<file path="config.mk">
export PLATFORM = sky130hd
export DESIGN_NAME = scale_weight_frame_decoder
export DESIGN_NICKNAME = d
export VERILOG_FILES = /design/src/rtl/swfd_pkg.sv /design/src/rtl/swfd_in_stage.sv /design/src/rtl/swfd_frame_check.sv /design/src/rtl/swfd_out_stage.sv /design/src/rtl/scale_weight_frame_decoder.sv
export SDC_FILE = /design/constraint.sdc
export NUM_CORES = 1
export LEC_CHECK = 0
export BUFFER_PORTS_ARGS = -buffer_cell sky130_fd_sc_hd__buf_2
export CAP_MARGIN = 25
export CORE_ASPECT_RATIO = 2
export CORE_UTILIZATION = 40
export DETAILED_ROUTE_END_ITERATION = 8
export PLACE_DENSITY_LB_ADDON = 0.3
export SLEW_MARGIN = 5
export SYNTH_ARGS = -nofsm -noshare
export SYNTH_HDL_FRONTEND = slang
export SYNTH_SLANG_ARGS = --single-unit
</file>
<file path="constraint.sdc">
create_clock -name clk -period 2.9 [get_ports clk]
set_clock_uncertainty 0.05 [all_clocks]
set_input_delay 0.29 -clock clk [delete_from_list [all_inputs] [get_ports clk]]
set_output_delay 0.29 -clock clk [all_outputs]
set_load 0.005 [all_outputs]
</file>
<file path="src/rtl/swfd_pkg.sv">
// Shared types and constants for the scale weight frame decoder.
`default_nettype none
package swfd_pkg;

	localparam int unsigned BYTE_W   = 8;
	localparam int unsigned POS_W    = 5;
	localparam int unsigned STATUS_W = 2;
	localparam int unsigned WEIGHT_W = 16;
	localparam int unsigned OUT_TDATA_W = 24;

	localparam logic [BYTE_W-1:0] FRAME_HEAD = 8'hA7;
	localparam logic [BYTE_W-1:0] FRAME_TYPE = 8'h0E;
	localparam logic [BYTE_W-1:0] FRAME_TAIL = 8'h7A;

	localparam logic [POS_W-1:0] POS_HEAD      = 5'd0;
	localparam logic [POS_W-1:0] POS_SUM_FIRST = 5'd2;
	localparam logic [POS_W-1:0] POS_TYPE      = 5'd3;
	localparam logic [POS_W-1:0] POS_W_HIGH    = 5'd9;
	localparam logic [POS_W-1:0] POS_W_LOW     = 5'd10;
	localparam logic [POS_W-1:0] POS_SUM_LAST  = 5'd17;
	localparam logic [POS_W-1:0] POS_CHECKSUM  = 5'd18;
	localparam logic [POS_W-1:0] POS_TAIL      = 5'd19;
	localparam logic [POS_W-1:0] POS_LEN       = 5'd20;
	localparam logic [POS_W-1:0] POS_MAX       = 5'd31;

	localparam logic [STATUS_W-1:0] STATUS_OK        = 2'd0;
	localparam logic [STATUS_W-1:0] STATUS_NOT_FRAME = 2'd1;
	localparam logic [STATUS_W-1:0] STATUS_BAD_SUM   = 2'd2;

	// One input word as held in the input register.
	typedef struct packed {
		logic [BYTE_W-1:0] byte_value;
		logic              last_byte;
	} in_word_t;

	// One decoded result.
	typedef struct packed {
		logic [STATUS_W-1:0]        status;
		logic signed [WEIGHT_W-1:0] weight_decigrams;
	} result_t;

	// Handshake control between the input stage and the rest of the pipe.
	typedef struct packed {
		logic valid;
		logic advance;
	} pipe_ctrl_t;

endpackage
`default_nettype wire

</file>
<file path="src/rtl/swfd_in_stage.sv">
// Input register for incoming notification words.
`default_nettype none
module swfd_in_stage (
	input  wire logic                           clk,
	input  wire logic                           arst_n,
	input  wire logic                           s_axis_tvalid,
	output      logic                           s_axis_tready,
	input  wire logic [swfd_pkg::BYTE_W-1:0]    s_axis_tdata,  // byte_value
	input  wire logic                           s_axis_tlast,  // last_byte
	input  wire logic                           out_free,
	output      swfd_pkg::in_word_t             word_s1,
	output      swfd_pkg::pipe_ctrl_t           ctrl
);

	logic valid_s1;
	logic advance;

	// A final word needs room in the result register; other words always move on.
	assign advance       = valid_s1 && (!word_s1.last_byte || out_free);
	assign s_axis_tready = !valid_s1 || advance;
	assign ctrl.valid    = valid_s1;
	assign ctrl.advance  = advance;

	always_ff @(posedge clk or negedge arst_n) begin
		if (!arst_n) begin
			valid_s1 <= 1'b0;
		end else if (s_axis_tready) begin
			valid_s1 <= s_axis_tvalid;
		end
	end

	always_ff @(posedge clk) begin
		if (s_axis_tready && s_axis_tvalid) begin
			word_s1.byte_value <= s_axis_tdata;
			word_s1.last_byte  <= s_axis_tlast;
		end
	end

endmodule
`default_nettype wire

</file>
<file path="src/rtl/swfd_frame_check.sv">
// Per-word frame checks, running checksum and weight capture.
`default_nettype none
module swfd_frame_check (
	input  wire logic                 clk,
	input  wire logic                 arst_n,
	input  wire swfd_pkg::in_word_t   word_s1,
	input  wire logic                 advance,
	output      swfd_pkg::result_t    result
);

	logic [swfd_pkg::POS_W-1:0]  pos_q;
	logic [swfd_pkg::BYTE_W-1:0] sum_q;
	logic [swfd_pkg::BYTE_W-1:0] w_high_q;
	logic [swfd_pkg::BYTE_W-1:0] w_low_q;
	logic                        ferr_q;
	logic                        cerr_q;

	logic [swfd_pkg::BYTE_W-1:0] b;
	logic [swfd_pkg::BYTE_W-1:0] sum_d;
	logic [swfd_pkg::POS_W-1:0]  pos_d;
	logic                        ferr_d;
	logic                        cerr_d;
	logic                        ferr_fin;

	assign b = word_s1.byte_value;

	always_comb begin
		ferr_d = ferr_q;
		cerr_d = cerr_q;
		sum_d  = sum_q;
		if (pos_q == swfd_pkg::POS_HEAD && b != swfd_pkg::FRAME_HEAD) ferr_d = 1'b1;
		if (pos_q == swfd_pkg::POS_TYPE && b != swfd_pkg::FRAME_TYPE) ferr_d = 1'b1;
		if (pos_q == swfd_pkg::POS_TAIL && b != swfd_pkg::FRAME_TAIL) ferr_d = 1'b1;
		if (pos_q >= swfd_pkg::POS_LEN) ferr_d = 1'b1;
		if (pos_q >= swfd_pkg::POS_SUM_FIRST && pos_q <= swfd_pkg::POS_SUM_LAST) begin
			sum_d = sum_q + b;
		end
		if (pos_q == swfd_pkg::POS_CHECKSUM && b != sum_q) cerr_d = 1'b1;
		pos_d = (pos_q == swfd_pkg::POS_MAX) ? pos_q : pos_q + 1'b1;
	end

	// A frame that ends anywhere but the footer position is not a weight frame.
	assign ferr_fin = ferr_d || (pos_q != swfd_pkg::POS_TAIL);

	always_comb begin
		result.weight_decigrams = '0;
		priority if (ferr_fin) begin
			result.status = swfd_pkg::STATUS_NOT_FRAME;
		end else if (cerr_d) begin
			result.status = swfd_pkg::STATUS_BAD_SUM;
		end else begin
			result.status           = swfd_pkg::STATUS_OK;
			result.weight_decigrams = {w_high_q, w_low_q};
		end
	end

	always_ff @(posedge clk or negedge arst_n) begin
		if (!arst_n) begin
			pos_q    <= '0;
			sum_q    <= '0;
			w_high_q <= '0;
			w_low_q  <= '0;
			ferr_q   <= 1'b0;
			cerr_q   <= 1'b0;
		end else if (advance) begin
			if (word_s1.last_byte) begin
				pos_q    <= '0;
				sum_q    <= '0;
				w_high_q <= '0;
				w_low_q  <= '0;
				ferr_q   <= 1'b0;
				cerr_q   <= 1'b0;
			end else begin
				pos_q  <= pos_d;
				sum_q  <= sum_d;
				ferr_q <= ferr_d;
				cerr_q <= cerr_d;
				if (pos_q == swfd_pkg::POS_W_HIGH) w_high_q <= b;
				if (pos_q == swfd_pkg::POS_W_LOW) w_low_q <= b;
			end
		end
	end

endmodule
`default_nettype wire

</file>
<file path="src/rtl/swfd_out_stage.sv">
// Result register driving the output word channel.
`default_nettype none
module swfd_out_stage (
	input  wire logic                                clk,
	input  wire logic                                arst_n,
	input  wire logic                                load,
	input  wire swfd_pkg::result_t                   result,
	output      logic                                out_free,
	output      logic                                m_axis_tvalid,
	input  wire logic                                m_axis_tready,
	output      logic [swfd_pkg::OUT_TDATA_W-1:0]    m_axis_tdata  // status, weight_decigrams
);

	logic              valid_q;
	swfd_pkg::result_t res_q;

	assign out_free      = !valid_q || m_axis_tready;
	assign m_axis_tvalid = valid_q;
	assign m_axis_tdata  = {6'b0, res_q.weight_decigrams, res_q.status};

	always_ff @(posedge clk or negedge arst_n) begin
		if (!arst_n) begin
			valid_q <= 1'b0;
		end else if (out_free) begin
			valid_q <= load;
		end
	end

	always_ff @(posedge clk) begin
		if (load) begin
			res_q <= result;
		end
	end

endmodule
`default_nettype wire

</file>
<file path="src/rtl/scale_weight_frame_decoder.sv">
// Top level of the scale weight frame decoder.
//
// The block takes a scale notification one byte per word on the slave
// stream (s_axis_*): tdata carries the byte, tlast marks the final byte.
// For every notification it returns exactly one word on the master stream
// (m_axis_*): tdata[1:0] is the status (0 weight valid, 1 not a weight
// frame, 2 bad checksum) and tdata[17:2] is the signed weight in tenths of
// a gram, zero unless the status is 0. Bits 23:18 are zero.
// Each word is first captured in an input register; the frame checks run
// between that register and the result register. A result therefore shows
// on m_axis_tvalid once its last byte has moved on into the result register.
// Throughput is one byte per cycle unless a final byte stalls, set by the
// single input register and the combinational checks; a new notification
// may start the cycle right after the previous one's last byte.
// When the receiver stalls, the pending result stays in the result register
// while non-final bytes keep flowing; only a final byte that finds the
// result register still full waits in the input register and lowers
// s_axis_tready.
// Reset (arst_n low) drops both valid flags and clears the frame state, so
// the next accepted byte is taken as byte 0 of a new notification.
`default_nettype none
module scale_weight_frame_decoder (
	input  wire logic                                clk,
	input  wire logic                                arst_n,
	input  wire logic                                s_axis_tvalid,
	output      logic                                s_axis_tready,
	input  wire logic [swfd_pkg::BYTE_W-1:0]         s_axis_tdata,  // byte_value
	input  wire logic                                s_axis_tlast,  // last_byte
	output      logic                                m_axis_tvalid,
	input  wire logic                                m_axis_tready,
	output      logic [swfd_pkg::OUT_TDATA_W-1:0]    m_axis_tdata   // status, weight_decigrams
);

	swfd_pkg::in_word_t   word_s1;
	swfd_pkg::pipe_ctrl_t ctrl;
	swfd_pkg::result_t    result;
	logic                 out_free;
	logic                 load;

	// A result is produced exactly when the final byte leaves the input register.
	assign load = ctrl.advance && word_s1.last_byte;

	swfd_in_stage u_in_stage (
		.clk           (clk),
		.arst_n        (arst_n),
		.s_axis_tvalid (s_axis_tvalid),
		.s_axis_tready (s_axis_tready),
		.s_axis_tdata  (s_axis_tdata),
		.s_axis_tlast  (s_axis_tlast),
		.out_free      (out_free),
		.word_s1       (word_s1),
		.ctrl          (ctrl)
	);

	swfd_frame_check u_frame_check (
		.clk     (clk),
		.arst_n  (arst_n),
		.word_s1 (word_s1),
		.advance (ctrl.advance),
		.result  (result)
	);

	swfd_out_stage u_out_stage (
		.clk           (clk),
		.arst_n        (arst_n),
		.load          (load),
		.result        (result),
		.out_free      (out_free),
		.m_axis_tvalid (m_axis_tvalid),
		.m_axis_tready (m_axis_tready),
		.m_axis_tdata  (m_axis_tdata)
	);

	// The status code never takes the unused value.
	a_status_legal: assert property (@(posedge clk) disable iff (!arst_n)
		m_axis_tvalid |-> m_axis_tdata[1:0] != 2'd3)
		else $error("unused status code on output");

	// A rejected frame carries a zero weight.
	a_weight_zero: assert property (@(posedge clk) disable iff (!arst_n)
		(m_axis_tvalid && m_axis_tdata[1:0] != swfd_pkg::STATUS_OK)
		|-> m_axis_tdata[17:2] == 16'd0)
		else $error("nonzero weight with failing status");

	// The input side only stalls while a final byte is held.
	a_stall_held: assert property (@(posedge clk) disable iff (!arst_n)
		!s_axis_tready |-> ctrl.valid && word_s1.last_byte)
		else $error("input stalled without a held final byte");

	// A final byte that moves on always yields a result in the next cycle.
	a_result_follows: assert property (@(posedge clk) disable iff (!arst_n)
		load |=> m_axis_tvalid)
		else $error("final byte produced no result");

endmodule
`default_nettype wire

</file>
* Yosys cells after proc, flatten, opt, wreduce, memory -nomap -nowiden
Index checks and enable logic that the tools add are counted.
** Word-level totals
- Register bits :: 60
- Bits of input ports :: 13
- Output and inout bits :: 26
** Operators by class
- $add $sub $neg :: 2
- Magnitude comparators :: 3
- Eq/ne operators :: 12
- Muxes and demuxes :: 16
- Reductions and logical operators :: 24
** Operators with widths (count)
- 8-bit 2-to-1 mux :: 6
- 5-bit == test (second input constant) :: 3
- 5-bit by 4-bit == test with 1-bit output (second input constant) :: 2
- 5-bit 2-to-1 mux :: 2
- 8-bit adder :: 1
- 1-bit logical AND :: 8
- 8-bit by 4-bit inequality test with 1-bit output (second input constant) :: 1
- 8-bit by 7-bit inequality test with 1-bit output (second input constant) :: 1
- 8-bit inequality test :: 1
- 8-bit inequality test (second input constant) :: 1
- 2-bit AND reduction :: 4
- 1-bit 2-to-1 mux :: 7
- 2-bit nonzero test :: 3
- 5-bit by 1-bit adder with 5-bit output (second input constant) :: 1
- 5-bit by 2-bit == test with 1-bit output (second input constant) :: 1
- 5-bit by 2-bit >= comparator with 1-bit output (second input constant) :: 1
- 5-bit >= comparator (second input constant) :: 1
- 5-bit <= comparator (second input constant) :: 1
- 5-bit zero test :: 1
- 5-bit inequality test (second input constant) :: 1
- 1-bit logical OR :: 4
- 1-bit zero test :: 3
- 2-bit 2-to-1 mux :: 1
- 2-bit inequality test (second input constant) :: 1
- 2-bit OR reduction :: 1

* Logic depth before layout (Yosys ltp)
- Depth in word-level cells :: 8
- Gate-level depth with buffers :: 8
- Gate-level depth less buffers :: 7

* Cells and area by module
Synthesis repeated with hierarchy kept, for this count alone.
** Second synthesis, totals
- Cells, all modules :: 253
- Area total of the unflattened synthesis :: 2931.6 um2
** By module, submodules not included
- swfd_frame_check :: instances 1, cells each 207, area each 1931.9 um2, sequential area each 775.7 um2
- swfd_out_stage :: instances 1, cells each 28, area each 636.9 um2, sequential area each 565.5 um2
- swfd_in_stage :: instances 1, cells each 17, area each 356.6 um2, sequential area each 295.3 um2
- scale_weight_frame_decoder :: instances 1, cells each 1, area each 6.3 um2, sequential area each 0.0 um2

* Least setup slack after synthesis
OpenSTA, ideal clock, no wires.
- Kind :: reg-to-reg
- From :: reg, netlist name u_in_stage.word_s1[6]
- To :: reg u_out_stage.res_q (netlist bit u_out_stage.m_axis_tdata[10]) (data pin)
- Library setup time :: 131 ps
- Arrival time :: 1934 ps
- Data required time :: 2719 ps
- Path slack :: 785 ps
- Cell stages (with the launch flop) :: 8
- Clock period less this slack :: 2115 ps
- Path through :: edfxtp_1 > ha_1 > nor4_1 > nand3_1 > a41o_1 > nor4_4 > buf_4 > and2_1
** Between the ends
- Word-level cells in the longest chain between the ends :: 8
- Elaborated cells between the ends (all ways) :: 15
** Ends and longest elaborated chain
- 8-bit inequality test :: line swfd_frame_check.sv:31 : if (pos_q == swfd_pkg::POS_HEAD && b != swfd_pkg::FRAME_HEAD) ferr_d = 1'b1;
- 1-bit logical AND :: line swfd_frame_check.sv:31
- 1-bit 2-to-1 mux :: line swfd_frame_check.sv:31
- 1-bit 2-to-1 mux :: line swfd_frame_check.sv:32 : if (pos_q == swfd_pkg::POS_TYPE && b != swfd_pkg::FRAME_TYPE) ferr_d = 1'b1;
- 1-bit 2-to-1 mux :: line swfd_frame_check.sv:33 : if (pos_q == swfd_pkg::POS_TAIL && b != swfd_pkg::FRAME_TAIL) ferr_d = 1'b1;
- 1-bit 2-to-1 mux :: line swfd_frame_check.sv:34 : if (pos_q >= swfd_pkg::POS_LEN) ferr_d = 1'b1;
- 1-bit logical OR :: line swfd_frame_check.sv:43 : assign ferr_fin = ferr_d || (pos_q != swfd_pkg::POS_TAIL);
- 2-bit OR reduction (no line) *
- end signal: assignment :: line swfd_out_stage.sv:31 : res_q <= result;
- end: declaration :: line swfd_out_stage.sv:15 : swfd_pkg::result_t res_q;
Mark *: on every way between the ends. The rest lies on a longest branch, timed or not.
A chain may end at the register's enable or synchronous reset.

* Final worst setup path
- From :: reg, netlist name u_in_stage.word_s1[5]
- To :: reg u_frame_check.sum_q[7] (netlist name)
** Between the ends
- Word-level cells in the longest chain between the ends :: 3
** Ends and longest elaborated chain
- 8-bit adder :: line swfd_frame_check.sv:36 : sum_d = sum_q + b;
- 8-bit 2-to-1 mux :: line swfd_frame_check.sv:35 : if (pos_q >= swfd_pkg::POS_SUM_FIRST && pos_q <= swfd_pkg::POS_SUM_LAST) begin
- 8-bit 2-to-1 mux :: line swfd_frame_check.sv:66 : if (word_s1.last_byte) begin
- end signal: assignment :: line swfd_frame_check.sv:75 : sum_q <= sum_d;
- end: declaration :: line swfd_frame_check.sv:12 : logic [swfd_pkg::BYTE_W-1:0] sum_q;
No other way between the ends. The select of a mux whose other input is x is not followed.

==> metrics.md <==
| Metric | Value |
|---|---|
| TritonCTS clock tree | `done` |
| Number of port buffers | `32` |
| H-tree depth | `3` |
| Gate power share | `20.4%` |
| Area grow syn2layout | `19.8%` |
| Cts repair resizes | `0` |
| WHS | `-0.0160 ns` |
| Synth warnings | `0` |
| Utilization after layout | `49.5%` |
| Flop-to-flop setup slack | `0.62 ns` |
| R2r worst-path depth | `6` |
| WL/cell | `16.1 um` |
| R2R Path Start | `u_in_stage.word_s1[5]` |
| Max clock buf depth | `2` |
| FMAX | `0.439 GHz` |
| Num CTS Buffers | `9` |
| RSZ-0062 raised after global routing | `false` |
| Worst skew pair latency | `0.32 ns` |
| Post-synth EDFFs | `27` |
| Max-slew violation count | `0` |
| Initial antenna violation count | `0` |
| DRT Wirelength | `5890 um` |
| Sequential power share | `40.2%` |
| Overall global routing resource usage | `18.5%` |
| Via count | `1912` |
| CP Capture Type | `flop` |
| Final Hold Viols | `18` |
| Tmin final | `2.28 ns` |
| Dpl hpwl | `4480 um` |
| DIE HEIGHT | `121 um` |
| Placed cells | `350` |
| Clk sink count | `60` |
| Final nets | `297` |
| Placement Rows | `43` |
| # DRC | `0` |
| Final std cells w/o fill | `366` |
| Core area | `6890 um2` |
| Fin crit share | `78.6%` |
| CP Max Fanout | `6` |
| Mapped Cells | `232` |
| Die Span X | `61.6 um` |
| Antenna Violating Nets Remaining | `0` |
| #FFs+latches synth | `60` |
| Clock power share | `39.4%` |
| Post-Syn Area | `2840 um2` |
| DRT iter0 DRCs | `43` |
| Total die area | `7470 um2` |
| Hold crit path type | `input port to async pin` |
| Setup bufs post-CTS | `0` |
| Setup TNS | `0 ns` |
| Clk root buf | `clkbuf_16` |
| Mean post-synth cell area | `12.3 um2` |
| Overflow after GRT | `0` |
| First-pass detailed-route iteration total | `5` |
| Outcome | `finished, violations left` |
| Crit path required time | `3.08 ns` |
| IO Count | `39` |
| Final setup viols | `0` |
| Fraction of registers with async set/reset | `55.0%` |
| Initial Util | `41.3%` |
| Sequential area share after synthesis | `57.5%` |
| Largest net degree at the start of global routing | `34` |
| Max VDD drop | `0.339 mV` |
| NetSw | `776 uW` |
| Pint | `1.96 mW` |
| Switch share | `28.4%` |
| Share of cells above drive strength 1 | `20.3%` |
| Max-Slew Margin vs Limit | `49.6%` |
| Vias in the first global route | `1877` |
| Measured slew at the worst slew-check pin | `0.756 ns` |
| Vias/cell | `5.22` |
| Max Cap Viol | `0` |
| Global-route wire length before repair | `9560 um` |
| Worst setup SP type | `flop` |
| Failing checks | `hold timing` |
| Critical path type | `flop to flop` |
| Synth Flop Type | `dfrtp_1` |
| CTS clock-pin slew for the worst setup and hold paths | `0.05 ns` |
| Cts hold-fix bufs | `0` |
| Power density over the cells | `803 nW/um2` |
| Post-synth cell types | `41` |
| Final Wtd Congestion | `0.927` |
| P_leak | `1.56 nW` |
| RR Endpoint | `u_frame_check.sum_q[7]` |
| Ant. Diodes | `0` |
| Arr. time, crit path | `2.46 ns` |
[layer usage]
layer	track usage (%)	routed length, um	up-vias	part of all wire [%]
met2	33.1	3490	53	59
li1	-	-	926	-
met5	0	0	-	0
met4	9.86	188	0	3.2
met3	4.58	193	10	3.3
met1	18.3	2020	923	34
[synthesized netlist by cell type, drive strengths merged (5+ instances only)]
master  instances  share of area (%)
dfrtp          33                 29
edfxtp         27                 29
a22o           23                7.1
and2           18                4.0
nand2          17                2.2
ha             12                5.3
a21oi           9                1.6
buf             8                2.1
a21o            7                1.8
clkbuf          7               0.92
o21ai           7                1.2
inv             5               0.66
nor2            5               0.66
nor3            5               0.88
[flip-flops by register name (all words and copies together) (netlist names)]
name                       cells
u_out_stage.m_axis_tdata      18
u_frame_check.sum_q            8
u_frame_check.w_low_q          8
u_frame_check.cerr_q           1
u_in_stage.valid_s1            1
u_out_stage.m_axis_tvalid      1
u_frame_check.ferr_q           1
u_frame_check.w_high_q         8
u_in_stage.word_s1             9
u_frame_check.pos_q            5
[kinds of logic (layout without fill, tap and decap cells)]
group	Yosys count	count (layout)	share of synthesized area, %
simple gates	71	71	14.5
flops	60	60	57.5
compound gates	59	59	15.6
buf+inv	20	59	3.70
fa+ha+maj	13	13	5.98
xor+xnor	7	7	2.16
other cells	1	6	0.132
mux	1	1	0.352
[how the worst max path moves through the flow]
stage,from,end
global route,u_in_stage.word_s1[2],u_frame_check.sum_q[7]
detailed placement,u_in_stage.word_s1[5],u_frame_check.sum_q[7]
finish,u_in_stage.word_s1[5],u_frame_check.sum_q[7]
floorplan,u_in_stage.word_s1[6],u_out_stage.m_axis_tdata[10]
CTS,u_in_stage.word_s1[5],u_frame_check.sum_q[7]
global placement,u_in_stage.word_s1[5],u_frame_check.sum_q[7]
[worst max-delay path: stages, from the launching register on]
cell	delay, ns
edfxtp_1	0.52
ha_1	0.42
a21o_1	0.19
a21o_1	0.17
a211oi_1	0.44
xor2_1	0.13
o32ai_1	0.27
[metrics by stage]
stage | worst slack (ns) | power (mW) | instance area (um2)
finish | 0.620 | 2.73 | 3410
global route | 0.416 | 2.89 | 3410
CTS | 0.598 | 2.76 | 3410
detailed placement | 0.595 | 1.67 | 3090
global placement | 0.635 | 1.66 | 3090
floorplan | 0.785 | 1.52 | 2860
[cells in the final DEF (no fill, tap or decap), types with 3 or more instances in the layout]
cell type  synthesis  final
a21o_1             7      7
a21oi_1            9      9
a22o_1            23     23
and2_1            18     18
and3_1             4      4
buf_2              0     32
buf_4              8      6
clkbuf_16          0      9
conb_1             1      6
dfrtp_1           33     33
edfxtp_1          27     27
ha_1              12     12
inv_1              5      5
nand2_1           17     17
nand2b_1           3      3
nand3_1            3      3
nor2_1             5      5
nor2b_1            4      4
nor3_1             5      5
nor3b_1            3      3
o21ai_0            7      7
xnor2_1            4      4
xor2_1             3      3
[cell type report]
type | instances | area (um2)
fill | 649 | 3480
sequential | 60 | 1640
multi-input combinational | 157 | 1120
clock buffer | 11 | 253
timing repair buffer | 38 | 205
tap | 90 | 113
clock inverter | 5 | 58.8
inverter | 5 | 18.8
[power groups by stage]
stage	logic [mW]	clock network, mW	registers, mW
floorplan	0.445	0	1.07
global placement	0.553	0	1.11
global route	0.635	1.14	1.12
CTS	0.563	1.10	1.10
detailed placement	0.561	0	1.11
finish	0.558	1.08	1.10
No activity file was read; power rests on OpenSTA's default activity.
